`src/design/triangle_index_assembler_defines.svh`:
```
// ----------------------------------------------------------------------------
// Triangle index assembler assertion macros
// Shared concurrent assertion forms used at the end of the top level.
// ----------------------------------------------------------------------------
`ifndef TRIANGLE_INDEX_ASSEMBLER_DEFINES_SVH
`define TRIANGLE_INDEX_ASSEMBLER_DEFINES_SVH

// The consequent must hold in the same cycle as the antecedent.
`define TIA_ASSERT_NOW(lbl, clk, rst_n, ante, cons) \
    lbl: assert property (@(posedge clk) disable iff (!rst_n) (ante) |-> (cons)) \
        else $error("triangle index assembler: same-cycle check failed");

// The consequent must hold in the cycle after the antecedent.
`define TIA_ASSERT_NEXT(lbl, clk, rst_n, ante, cons) \
    lbl: assert property (@(posedge clk) disable iff (!rst_n) (ante) |=> (cons)) \
        else $error("triangle index assembler: next-cycle check failed");

`endif

```
`src/design/tia_pkg.sv`:
```
// ----------------------------------------------------------------------------
// Triangle index assembler package
// Types, constants and helper functions shared by the assembler modules.
// ----------------------------------------------------------------------------
package tia_pkg;

    localparam int IDX_W      = 16;
    localparam int CORNER_W   = 15;
    localparam int TOTAL_W    = 21;
    localparam int STATUS_W   = 2;
    localparam int CFG_ADDR_W = 2;
    localparam int CFG_DATA_W = 21;
    localparam int OUT_DATA_W = 72;

    localparam logic [TOTAL_W-1:0] MAX_OUT_INDICES = 21'd1048576;

    // Configuration register indexes.
    localparam logic [CFG_ADDR_W-1:0] CFG_STRIP_MODE   = 2'd0;
    localparam logic [CFG_ADDR_W-1:0] CFG_VERTEX_COUNT = 2'd1;
    localparam logic [CFG_ADDR_W-1:0] CFG_OUT_CAPACITY = 2'd2;

    // Status codes.
    localparam logic [STATUS_W-1:0] ST_OK        = 2'd0;
    localparam logic [STATUS_W-1:0] ST_RANGE     = 2'd1;
    localparam logic [STATUS_W-1:0] ST_CAPACITY  = 2'd2;
    localparam logic [STATUS_W-1:0] ST_BAD_LEN   = 2'd3;

    localparam logic [IDX_W-1:0] RESTART_INDEX = 16'hFFFF;

    // Result queue geometry.
    localparam int Q_DEPTH = 4;
    localparam int Q_PTR_W = $clog2(Q_DEPTH);
    localparam int Q_CNT_W = $clog2(Q_DEPTH + 1);

    // One queue entry: an optional triangle followed by an optional status.
    typedef struct packed {
        logic                has_tri;
        logic                has_stat;
        logic [CORNER_W-1:0] corner_a;
        logic [CORNER_W-1:0] corner_b;
        logic [CORNER_W-1:0] corner_c;
        logic [STATUS_W-1:0] status;
        logic [TOTAL_W-1:0]  total;
    } t_rec;

    function automatic logic f_in_range(input logic [IDX_W-1:0] v,
                                        input logic [IDX_W-1:0] vc);
        return !v[IDX_W-1] && (v < vc);
    endfunction

endpackage

```
`src/design/tia_front.sv`:
```
// ----------------------------------------------------------------------------
// Triangle index assembler front end
// Holds configuration and mesh state, accepts one index per cycle while the
// queue has room and builds the triangle and status record that it causes.
// ----------------------------------------------------------------------------
module tia_front (
    input  logic                         i_clk,
    input  logic                         i_rst_n,
    input  logic                         i_cfg_valid,
    output logic                         o_cfg_ready,
    input  logic [tia_pkg::CFG_ADDR_W-1:0] i_cfg_addr,
    input  logic [tia_pkg::CFG_DATA_W-1:0] i_cfg_data,
    input  logic                         i_valid,
    output logic                         o_ready,
    input  logic [tia_pkg::IDX_W-1:0]    i_index,
    input  logic                         i_last,
    input  logic                         i_q_full,
    output logic                         o_push,
    output tia_pkg::t_rec                o_rec
);
    import tia_pkg::*;

    logic                r_strip_mode;
    logic [IDX_W-1:0]    r_vertex_count;
    logic [TOTAL_W-1:0]  r_out_capacity;

    logic [IDX_W-1:0]    r_older, n_older;
    logic [IDX_W-1:0]    r_newer, n_newer;
    logic [1:0]          r_fill, n_fill;
    logic                r_odd, n_odd;
    logic [TOTAL_W-1:0]  r_total, n_total;
    logic [STATUS_W-1:0] r_err, n_err;

    logic                w_accept;
    logic                w_tri_req;
    logic                w_tri_ok;
    logic [IDX_W-1:0]    w_ta, w_tb, w_tc;
    logic [1:0]          w_pos;
    logic [TOTAL_W-1:0]  w_cap;
    logic                w_cap_over;
    logic [STATUS_W-1:0] w_status;

    assign o_cfg_ready = 1'b1;
    assign o_ready     = !i_q_full;
    assign w_accept    = i_valid && !i_q_full;

    assign w_cap      = (r_out_capacity > MAX_OUT_INDICES) ? MAX_OUT_INDICES : r_out_capacity;
    assign w_cap_over = ({1'b0, r_total} + (TOTAL_W+1)'(3)) > {1'b0, w_cap};
    assign w_pos      = (r_fill > 2'd2) ? 2'd2 : r_fill;

    always_comb begin
        n_older   = r_older;
        n_newer   = r_newer;
        n_fill    = r_fill;
        n_odd     = r_odd;
        n_total   = r_total;
        n_err     = r_err;
        w_tri_req = 1'b0;
        w_tri_ok  = 1'b0;
        w_ta      = r_older;
        w_tb      = r_newer;
        w_tc      = i_index;

        if (!r_strip_mode) begin
            if (r_err == ST_OK) begin
                case (w_pos)
                    2'd0:    n_older   = i_index;
                    2'd1:    n_newer   = i_index;
                    default: w_tri_req = 1'b1;
                endcase
            end
            // The triple position keeps counting after an error for the length check.
            n_fill = (w_pos == 2'd2) ? 2'd0 : w_pos + 2'd1;
        end else if (r_err == ST_OK) begin
            if (i_index == RESTART_INDEX) begin
                n_older = RESTART_INDEX;
                n_newer = RESTART_INDEX;
                n_fill  = 2'd0;
                n_odd   = 1'b0;
            end else if (!f_in_range(i_index, r_vertex_count)) begin
                n_err = ST_RANGE;
            end else begin
                if (r_fill >= 2'd2) begin
                    w_tri_req = 1'b1;
                    w_ta      = r_odd ? r_newer : r_older;
                    w_tb      = r_odd ? r_older : r_newer;
                end
                n_older = r_newer;
                n_newer = i_index;
                if (r_fill < 2'd2) begin
                    n_fill = r_fill + 2'd1;
                end
                n_odd = !r_odd;
            end
        end

        if (w_tri_req) begin
            if (!f_in_range(w_ta, r_vertex_count) || !f_in_range(w_tb, r_vertex_count)
                    || !f_in_range(w_tc, r_vertex_count)) begin
                n_err = ST_RANGE;
            end else if ((w_ta == w_tb) || (w_tb == w_tc) || (w_tc == w_ta)) begin
                w_tri_ok = 1'b0;
            end else if (w_cap_over) begin
                n_err = ST_CAPACITY;
            end else begin
                w_tri_ok = 1'b1;
                n_total  = r_total + TOTAL_W'(3);
            end
        end

        w_status = n_err;
        if (!r_strip_mode && (n_fill != 2'd0)) begin
            w_status = ST_BAD_LEN;
        end
    end

    assign o_push            = w_accept && (w_tri_ok || i_last);
    assign o_rec.has_tri     = w_tri_ok;
    assign o_rec.has_stat    = i_last;
    assign o_rec.corner_a    = w_ta[CORNER_W-1:0];
    assign o_rec.corner_b    = w_tb[CORNER_W-1:0];
    assign o_rec.corner_c    = w_tc[CORNER_W-1:0];
    assign o_rec.status      = w_status;
    assign o_rec.total       = n_total;

    always_ff @(posedge i_clk) begin
        if (!i_rst_n) begin
            r_strip_mode   <= 1'b0;
            r_vertex_count <= 16'd1;
            r_out_capacity <= 21'd1048576;
        end else if (i_cfg_valid) begin
            case (i_cfg_addr)
                CFG_STRIP_MODE:   r_strip_mode   <= i_cfg_data[0];
                CFG_VERTEX_COUNT: r_vertex_count <= i_cfg_data[IDX_W-1:0];
                CFG_OUT_CAPACITY: r_out_capacity <= i_cfg_data[TOTAL_W-1:0];
                default: begin
                end
            endcase
        end
    end

    always_ff @(posedge i_clk) begin
        if (!i_rst_n) begin
            r_older <= RESTART_INDEX;
            r_newer <= RESTART_INDEX;
            r_fill  <= 2'd0;
            r_odd   <= 1'b0;
            r_total <= '0;
            r_err   <= ST_OK;
        end else if (w_accept) begin
            if (i_last) begin
                // The status transfer closes the mesh; the next index starts fresh.
                r_older <= RESTART_INDEX;
                r_newer <= RESTART_INDEX;
                r_fill  <= 2'd0;
                r_odd   <= 1'b0;
                r_total <= '0;
                r_err   <= ST_OK;
            end else begin
                r_older <= n_older;
                r_newer <= n_newer;
                r_fill  <= n_fill;
                r_odd   <= n_odd;
                r_total <= n_total;
                r_err   <= n_err;
            end
        end
    end

endmodule

```
`src/design/tia_queue.sv`:
```
// ----------------------------------------------------------------------------
// Triangle index assembler record queue
// Short first-in first-out buffer between the front end and the output side.
// ----------------------------------------------------------------------------
module tia_queue (
    input  logic          i_clk,
    input  logic          i_rst_n,
    input  logic          i_push,
    input  tia_pkg::t_rec i_rec,
    output logic          o_full,
    input  logic          i_pop,
    output logic          o_valid,
    output tia_pkg::t_rec o_rec
);
    import tia_pkg::*;

    t_rec               r_mem [Q_DEPTH];
    logic [Q_PTR_W-1:0] r_wr;
    logic [Q_PTR_W-1:0] r_rd;
    logic [Q_CNT_W-1:0] r_cnt;
    logic               w_do_push;
    logic               w_do_pop;

    assign o_full    = (r_cnt == Q_CNT_W'(Q_DEPTH));
    assign o_valid   = (r_cnt != '0);
    assign o_rec     = r_mem[r_rd];
    assign w_do_push = i_push && !o_full;
    assign w_do_pop  = i_pop && o_valid;

    always_ff @(posedge i_clk) begin
        if (w_do_push) begin
            r_mem[r_wr] <= i_rec;
        end
    end

    always_ff @(posedge i_clk) begin
        if (!i_rst_n) begin
            r_wr  <= '0;
            r_rd  <= '0;
            r_cnt <= '0;
        end else begin
            if (w_do_push) begin
                r_wr <= (r_wr == Q_PTR_W'(Q_DEPTH - 1)) ? '0 : r_wr + 1'b1;
            end
            if (w_do_pop) begin
                r_rd <= (r_rd == Q_PTR_W'(Q_DEPTH - 1)) ? '0 : r_rd + 1'b1;
            end
            case ({w_do_push, w_do_pop})
                2'b10:   r_cnt <= r_cnt + 1'b1;
                2'b01:   r_cnt <= r_cnt - 1'b1;
                default: r_cnt <= r_cnt;
            endcase
        end
    end

endmodule

```
`src/design/tia_back.sv`:
```
// ----------------------------------------------------------------------------
// Triangle index assembler output side
// Unpacks each queued record into a triangle transfer, a status transfer or both.
// ----------------------------------------------------------------------------
module tia_back (
    input  logic                              i_clk,
    input  logic                              i_rst_n,
    input  logic                              i_valid,
    input  tia_pkg::t_rec                     i_rec,
    output logic                              o_pop,
    output logic                              o_m_tvalid,
    input  logic                              i_m_tready,
    output logic [tia_pkg::OUT_DATA_W-1:0]    o_m_tdata,
    output logic                              o_m_tuser,
    output logic                              o_m_tlast
);
    import tia_pkg::*;

    // Set once the triangle of a two-result record has been transferred.
    logic r_phase;
    logic w_show_tri;
    logic w_fire;

    assign w_show_tri = i_rec.has_tri && !r_phase;
    assign w_fire     = i_valid && i_m_tready;
    assign o_pop      = w_fire && (!w_show_tri || !i_rec.has_stat);

    assign o_m_tvalid = i_valid;
    assign o_m_tuser  = !w_show_tri;
    assign o_m_tlast  = !w_show_tri;
    assign o_m_tdata  = w_show_tri
        ? {4'd0, i_rec.total, ST_OK, i_rec.corner_c, i_rec.corner_b, i_rec.corner_a}
        : {4'd0, i_rec.total, i_rec.status, {(3*CORNER_W){1'b0}}};

    always_ff @(posedge i_clk) begin
        if (!i_rst_n) begin
            r_phase <= 1'b0;
        end else if (o_pop) begin
            r_phase <= 1'b0;
        end else if (w_fire && w_show_tri) begin
            r_phase <= 1'b1;
        end
    end

endmodule

```
`src/design/triangle_index_assembler.sv`:
```
// ----------------------------------------------------------------------------
// Triangle index assembler
// Builds triangles from a list or restartable strip of vertex indices.
//
//   Channel   Direction  Handshake                 Payload
//   s         in         i_s_tvalid / o_s_tready   vertex index, last flag
//   m         out        o_m_tvalid / i_m_tready   corners, status, count
//   cfg       in         i_cfg_valid / o_cfg_ready register index, value
//
// One index is taken per cycle while the four-entry record queue has room.
// An index that closes a triangle and ends the mesh needs two output transfers,
// since the output channel moves one transfer per cycle while i_m_tready is high;
// all others need at most one. Reset clears mesh state, queue pointers and restores
// register defaults. A stalled output fills the queue and then holds o_s_tready low.
// ----------------------------------------------------------------------------
`include "triangle_index_assembler_defines.svh"

module triangle_index_assembler (
    input  logic                               i_clk,
    input  logic                               i_rst_n,
    input  logic                               i_cfg_valid,
    output logic                               o_cfg_ready,
    input  logic [tia_pkg::CFG_ADDR_W-1:0]     i_cfg_addr,
    input  logic [tia_pkg::CFG_DATA_W-1:0]     i_cfg_data,
    input  logic                               i_s_tvalid,
    output logic                               o_s_tready,
    // [15:0] vertex_index
    input  logic [tia_pkg::IDX_W-1:0]          i_s_tdata,
    input  logic                               i_s_tlast,
    output logic                               o_m_tvalid,
    input  logic                               i_m_tready,
    // [14:0] corner_a, [29:15] corner_b, [44:30] corner_c,
    // [46:45] status, [67:47] emitted_indices, [71:68] zero
    output logic [tia_pkg::OUT_DATA_W-1:0]     o_m_tdata,
    // [0] kind
    output logic                               o_m_tuser,
    output logic                               o_m_tlast
);
    import tia_pkg::*;

    logic w_push;
    logic w_full;
    logic w_pop;
    logic w_q_valid;
    t_rec w_front_rec;
    t_rec w_head_rec;

    tia_front u_front (
        .i_clk       (i_clk),
        .i_rst_n     (i_rst_n),
        .i_cfg_valid (i_cfg_valid),
        .o_cfg_ready (o_cfg_ready),
        .i_cfg_addr  (i_cfg_addr),
        .i_cfg_data  (i_cfg_data),
        .i_valid     (i_s_tvalid),
        .o_ready     (o_s_tready),
        .i_index     (i_s_tdata),
        .i_last      (i_s_tlast),
        .i_q_full    (w_full),
        .o_push      (w_push),
        .o_rec       (w_front_rec)
    );

    tia_queue u_queue (
        .i_clk   (i_clk),
        .i_rst_n (i_rst_n),
        .i_push  (w_push),
        .i_rec   (w_front_rec),
        .o_full  (w_full),
        .i_pop   (w_pop),
        .o_valid (w_q_valid),
        .o_rec   (w_head_rec)
    );

    tia_back u_back (
        .i_clk      (i_clk),
        .i_rst_n    (i_rst_n),
        .i_valid    (w_q_valid),
        .i_rec      (w_head_rec),
        .o_pop      (w_pop),
        .o_m_tvalid (o_m_tvalid),
        .i_m_tready (i_m_tready),
        .o_m_tdata  (o_m_tdata),
        .o_m_tuser  (o_m_tuser),
        .o_m_tlast  (o_m_tlast)
    );

    // A record is never pushed into a full queue.
    `TIA_ASSERT_NOW(a_no_overflow, i_clk, i_rst_n, w_push, !w_full)
    // Triangle transfers carry an ok status and never end the mesh.
    `TIA_ASSERT_NOW(a_tri_clean, i_clk, i_rst_n, o_m_tvalid && !o_m_tuser,
        (o_m_tdata[46:45] == ST_OK) && !o_m_tlast)
    // Status transfers carry no corners.
    `TIA_ASSERT_NOW(a_stat_no_corners, i_clk, i_rst_n, o_m_tvalid && o_m_tuser,
        o_m_tdata[44:0] == '0)
    // A transferred triangle with a status pending is followed by that status.
    `TIA_ASSERT_NEXT(a_stat_follows, i_clk, i_rst_n,
        o_m_tvalid && i_m_tready && !o_m_tuser && !w_pop, o_m_tvalid && o_m_tuser)

endmodule
```
`config.mk`:
```
export PLATFORM = sky130hd
export DESIGN_NAME = triangle_index_assembler
export DESIGN_NICKNAME = d
export VERILOG_FILES = /design/src/design/tia_pkg.sv /design/src/design/tia_front.sv /design/src/design/tia_queue.sv /design/src/design/tia_back.sv /design/src/design/triangle_index_assembler.sv
export VERILOG_INCLUDE_DIRS = /design/src /design/src/design
export SDC_FILE = /design/constraint.sdc
export NUM_CORES = 1
export LEC_CHECK = 0
export ABC_AREA = 0
export BUFFER_PORTS_ARGS = -buffer_cell sky130_fd_sc_hd__buf_2
export CORE_MARGIN = 3
export CORE_UTILIZATION = 65
export CTS_CLUSTER_DIAMETER = 100
export CTS_CLUSTER_SIZE = 25
export DETAILED_ROUTE_END_ITERATION = 8
export PLACE_DENSITY = 0.85
export REMOVE_ABC_BUFFERS = 1
export SLEW_MARGIN = 20
export SYNTH_ARGS = -nofsm -noshare
export SYNTH_HDL_FRONTEND = slang
export SYNTH_SLANG_ARGS = --single-unit
export TNS_END_PERCENT = 10
```
`constraint.sdc`:
```
create_clock -name i_clk -period 18.5 [get_ports i_clk]
set_clock_uncertainty 0.1 [all_clocks]
set_input_delay 0.925 -clock i_clk [delete_from_list [all_inputs] [get_ports i_clk]]
set_output_delay 0.925 -clock i_clk [all_outputs]
set_load 0.01 [all_outputs]
```
==> out/qor.csv <==
stage;metric;value;unit
run_status;status;complete, no violations;
layout;post-layout util;0.718;
placed_design;Post-DP HPWL;28900;um
layout;Ant. Diodes;0;
timing;minimum clock period;8.06;ns
floorplan;Cell Rows;61;
timing;final worst slack;10.44;ns
yosys;top_reg_cell synth;edfxtp_1;
worst_hold_path;Hold Crit Class;flip-flop to flip-flop;
clock_network;Setup Fix Bufs, Post-CTS;0;
floorplan;io pins;122;
floorplan;Chip Width;176;um
yosys;synthesized area;18800;sq um
placed_design;global placement routability congestion;0.987;
layout;area delta synth->final;7.40;%
critical_path;CP Class;flip-flop to flip-flop;
floorplan;Die Height;176;um
timing;RSZ-0062 raised after global routing;no;
timing;Final period util;0.436;
grt;largest net degree at the start of global routing;83;
detailed_routing;Vias/cell;6.48;
critical_path;FF-to-FF path depth;26;
clock_network;CTS tree;built;
critical_path;CP max FO;14;
detailed_routing;DR WL/cell;22.0;um
detailed_routing;Starting DRT DRC Count;1621;
critical_path;Worst EP required;18.84;ns
layout;share of cells above drive strength 1;0.168;
timing;WHS;0.363;ns
layout;# nets final;1729;
clock_network;CTS Buffer Depth;3;
timing;Fmax;124;MHz
critical_path;Crit path arrival time;8.40;ns
yosys;flop and latch count out of synthesis;386;
clock_network;CTS buffer count;19;
floorplan;placeable core area;28200;sq um
yosys;fraction of registers with async set/reset;0;
detailed_routing;routed wire length;43900;um
grt;number of global-route vias before repair;12701;
clock_network;insertion delay to the later sink of the worst-skew pair;0.53;ns
timing;Hold Vio Cnt, Final;0;
critical_path;Critical Path End Type;flip-flop;
power;Peak VDD IR;119;uV
floorplan;DIE AREA;31100;sq um
critical_path;crit start category;flip-flop;
yosys;Avg Synthesized Cell Area;12.1;sq um
clock_network;post_cts resized;0;
yosys;Netlist cell types;75;
yosys;Post-synth EDFFs;280;
flow_run;Max Cap Viol;0;
yosys;Syn. warnings;0;
timing;setup TNS;0;ns
clock_network;Reg clk slew, reported paths;0.11;ns
timing;Max Transition Viols Final;0;
placed_design;dpl ws;10.17;ns
timing;final setup violation count;0;
detailed_routing;drt drc;0;
floorplan;Initial Util;0.669;
detailed_routing;total number of vias;12934;
power;leakage power;6.64;nW
placed_design;Placed Instances;1959;
layout;final cell count without fillers;1996;
worst_hold_path;WHS Path Cells;2;
timing;slew of the pin with the lowest slew margin;1.11;ns
power;power per cell area;89.4;nW/um^2
grt;initial antenna violation count;0;
grt;gr usage total;0.282;
yosys;Seq/Total Area, Yosys;0.559;
clock_network;clock sink total;386;
clock_network;Root Buffer;clkbuf_16;
detailed_routing;drt first pass iters;7;
yosys;Cells after Synth;1552;
placed_design;# port buffers;116;
clock_network;CTS Hold Bufs;0;
detailed_routing;antenna viol nets, final;0;
timing;Slew HR;0.260;
clock_network;# H-tree levels;1;
grt;first-pass GRT wire length;69100;um
grt;grt total ovfl;0;
where the power goes:
group / internal [mW] / leakage (nW) / switching (mW) / total [mW]
logic: 0.163 / 3.12 / 0.199 / 0.362
clock network: 0.198 / 0.257 / 0.261 / 0.459
registers: 0.957 / 3.27 / 0.0317 / 0.988
synth_stat cells (all sizes together), types with 43 or more instances:
cell / number / area share
nor2: 107 / 0.022
edfxtp: 280 / 0.45
dfxtp: 106 / 0.11
inv: 49 / 0.0098
nor3: 62 / 0.016
xnor2: 63 / 0.029
a21oi: 74 / 0.020
nand2: 136 / 0.027
nor2b: 50 / 0.017
clkbuf: 69 / 0.014
ha: 77 / 0.051
o21ai: 66 / 0.018
nand3: 43 / 0.012
mux4: 70 / 0.084
layout make-up:
cell class / count / area [sq um]
well taps: 378 / 473
clock buffers: 32 / 524
inverters: 50 / 188
multi-input cells: 1013 / 7710
fillers: 1912 / 7930
flip-flops and latches: 386 / 10500
clock inverters: 1 / 16.3
repair buffers: 136 / 788
sequential cells by signal (all words and copies together), names as in the netlist, 3 cells and up, named ones only:
| signal | count |
|---|---|
| u_front.r_total | 21 |
| u_front.r_vertex_count | 16 |
| u_front.r_newer | 16 |
| u_front.r_out_capacity | 21 |
| u_queue.r_mem | 280 |
| u_front.r_older | 16 |
| u_queue.r_cnt | 3 |
kinds of logic after synthesis:
logic type / count (synthesis) / share of synthesized area
adder cells (fa/ha/maj): 78 / 0.0522
flip-flops: 386 / 0.559
buffers and inverters: 156 / 0.0344
multiplexers: 99 / 0.101
AO/OA/AOI/OAI: 244 / 0.0822
XOR/XNOR: 84 / 0.0390
AND/OR/NAND/NOR: 503 / 0.132
other: 2 / 0.000399
cells in the final DEF (no fill, tap or decap), types with 49 or more instances in the layout:
master,netlist,layout
xnor2_1,63,63
inv_1,49,49
edfxtp_1,280,280
ha_1,77,77
a21oi_1,74,74
dfxtp_1,106,104
mux4_2,70,70
o21ai_0,59,59
buf_2,14,116
nor3_1,62,62
nand2_1,136,136
nor2b_1,50,50
nor2_1,105,105
routing by layer:
metal  vias up  wire length, um  GRT usage
met5         -                0          0
met4         0             1220     0.0769
met3        73             3390     0.0368
met2       622            21000      0.456
met1      6368            18300      0.409
li1       5871                -          -
final timing paths:
kind	start	endpoint	slack, ns
max	u_front.r_total[0]	u_queue.r_cnt[2]	10.44
min	u_front.r_vertex_count[3]	u_front.r_vertex_count[3]	0.36
max reg2reg	u_front.r_total[0]	u_queue.r_cnt[2]	10.44
min reg2reg	u_front.r_vertex_count[3]	u_front.r_vertex_count[3]	0.36
per-stage QoR:
step                      total power [mW]  area (sq um)
after global placement                1.36         19600
after detailed placement              1.37         19600
final                                 1.81         20200
after global routing                  1.89         20200
after CTS                             1.82         20100
after floorplan                       1.24         18400
worst max-delay path, stage by stage, from the launching register on:
cell       delay [ns]
dfxtp_1          0.47
inv_1            0.13
ha_1             0.25
inv_1            0.12
nand3_1          0.18
nor4_1           0.83
and3_1           0.36
and3_1           0.27
and3_1           0.29
and3_1           0.29
and3_1           0.30
xor2_1           0.11
ha_1             0.22
a2111oi_0        0.33
o21ai_0          0.19
or4_1            0.52
o211a_1          0.13
o21bai_2         0.26
nand3b_1         0.36
nor2_1           0.92
o21ai_1          0.16
ha_1             0.27
inv_1            0.10
fa_1             0.21
xor2_1           0.08
or3_1            0.30
a21oi_1          0.19
(Power assumes the default switching activity.)
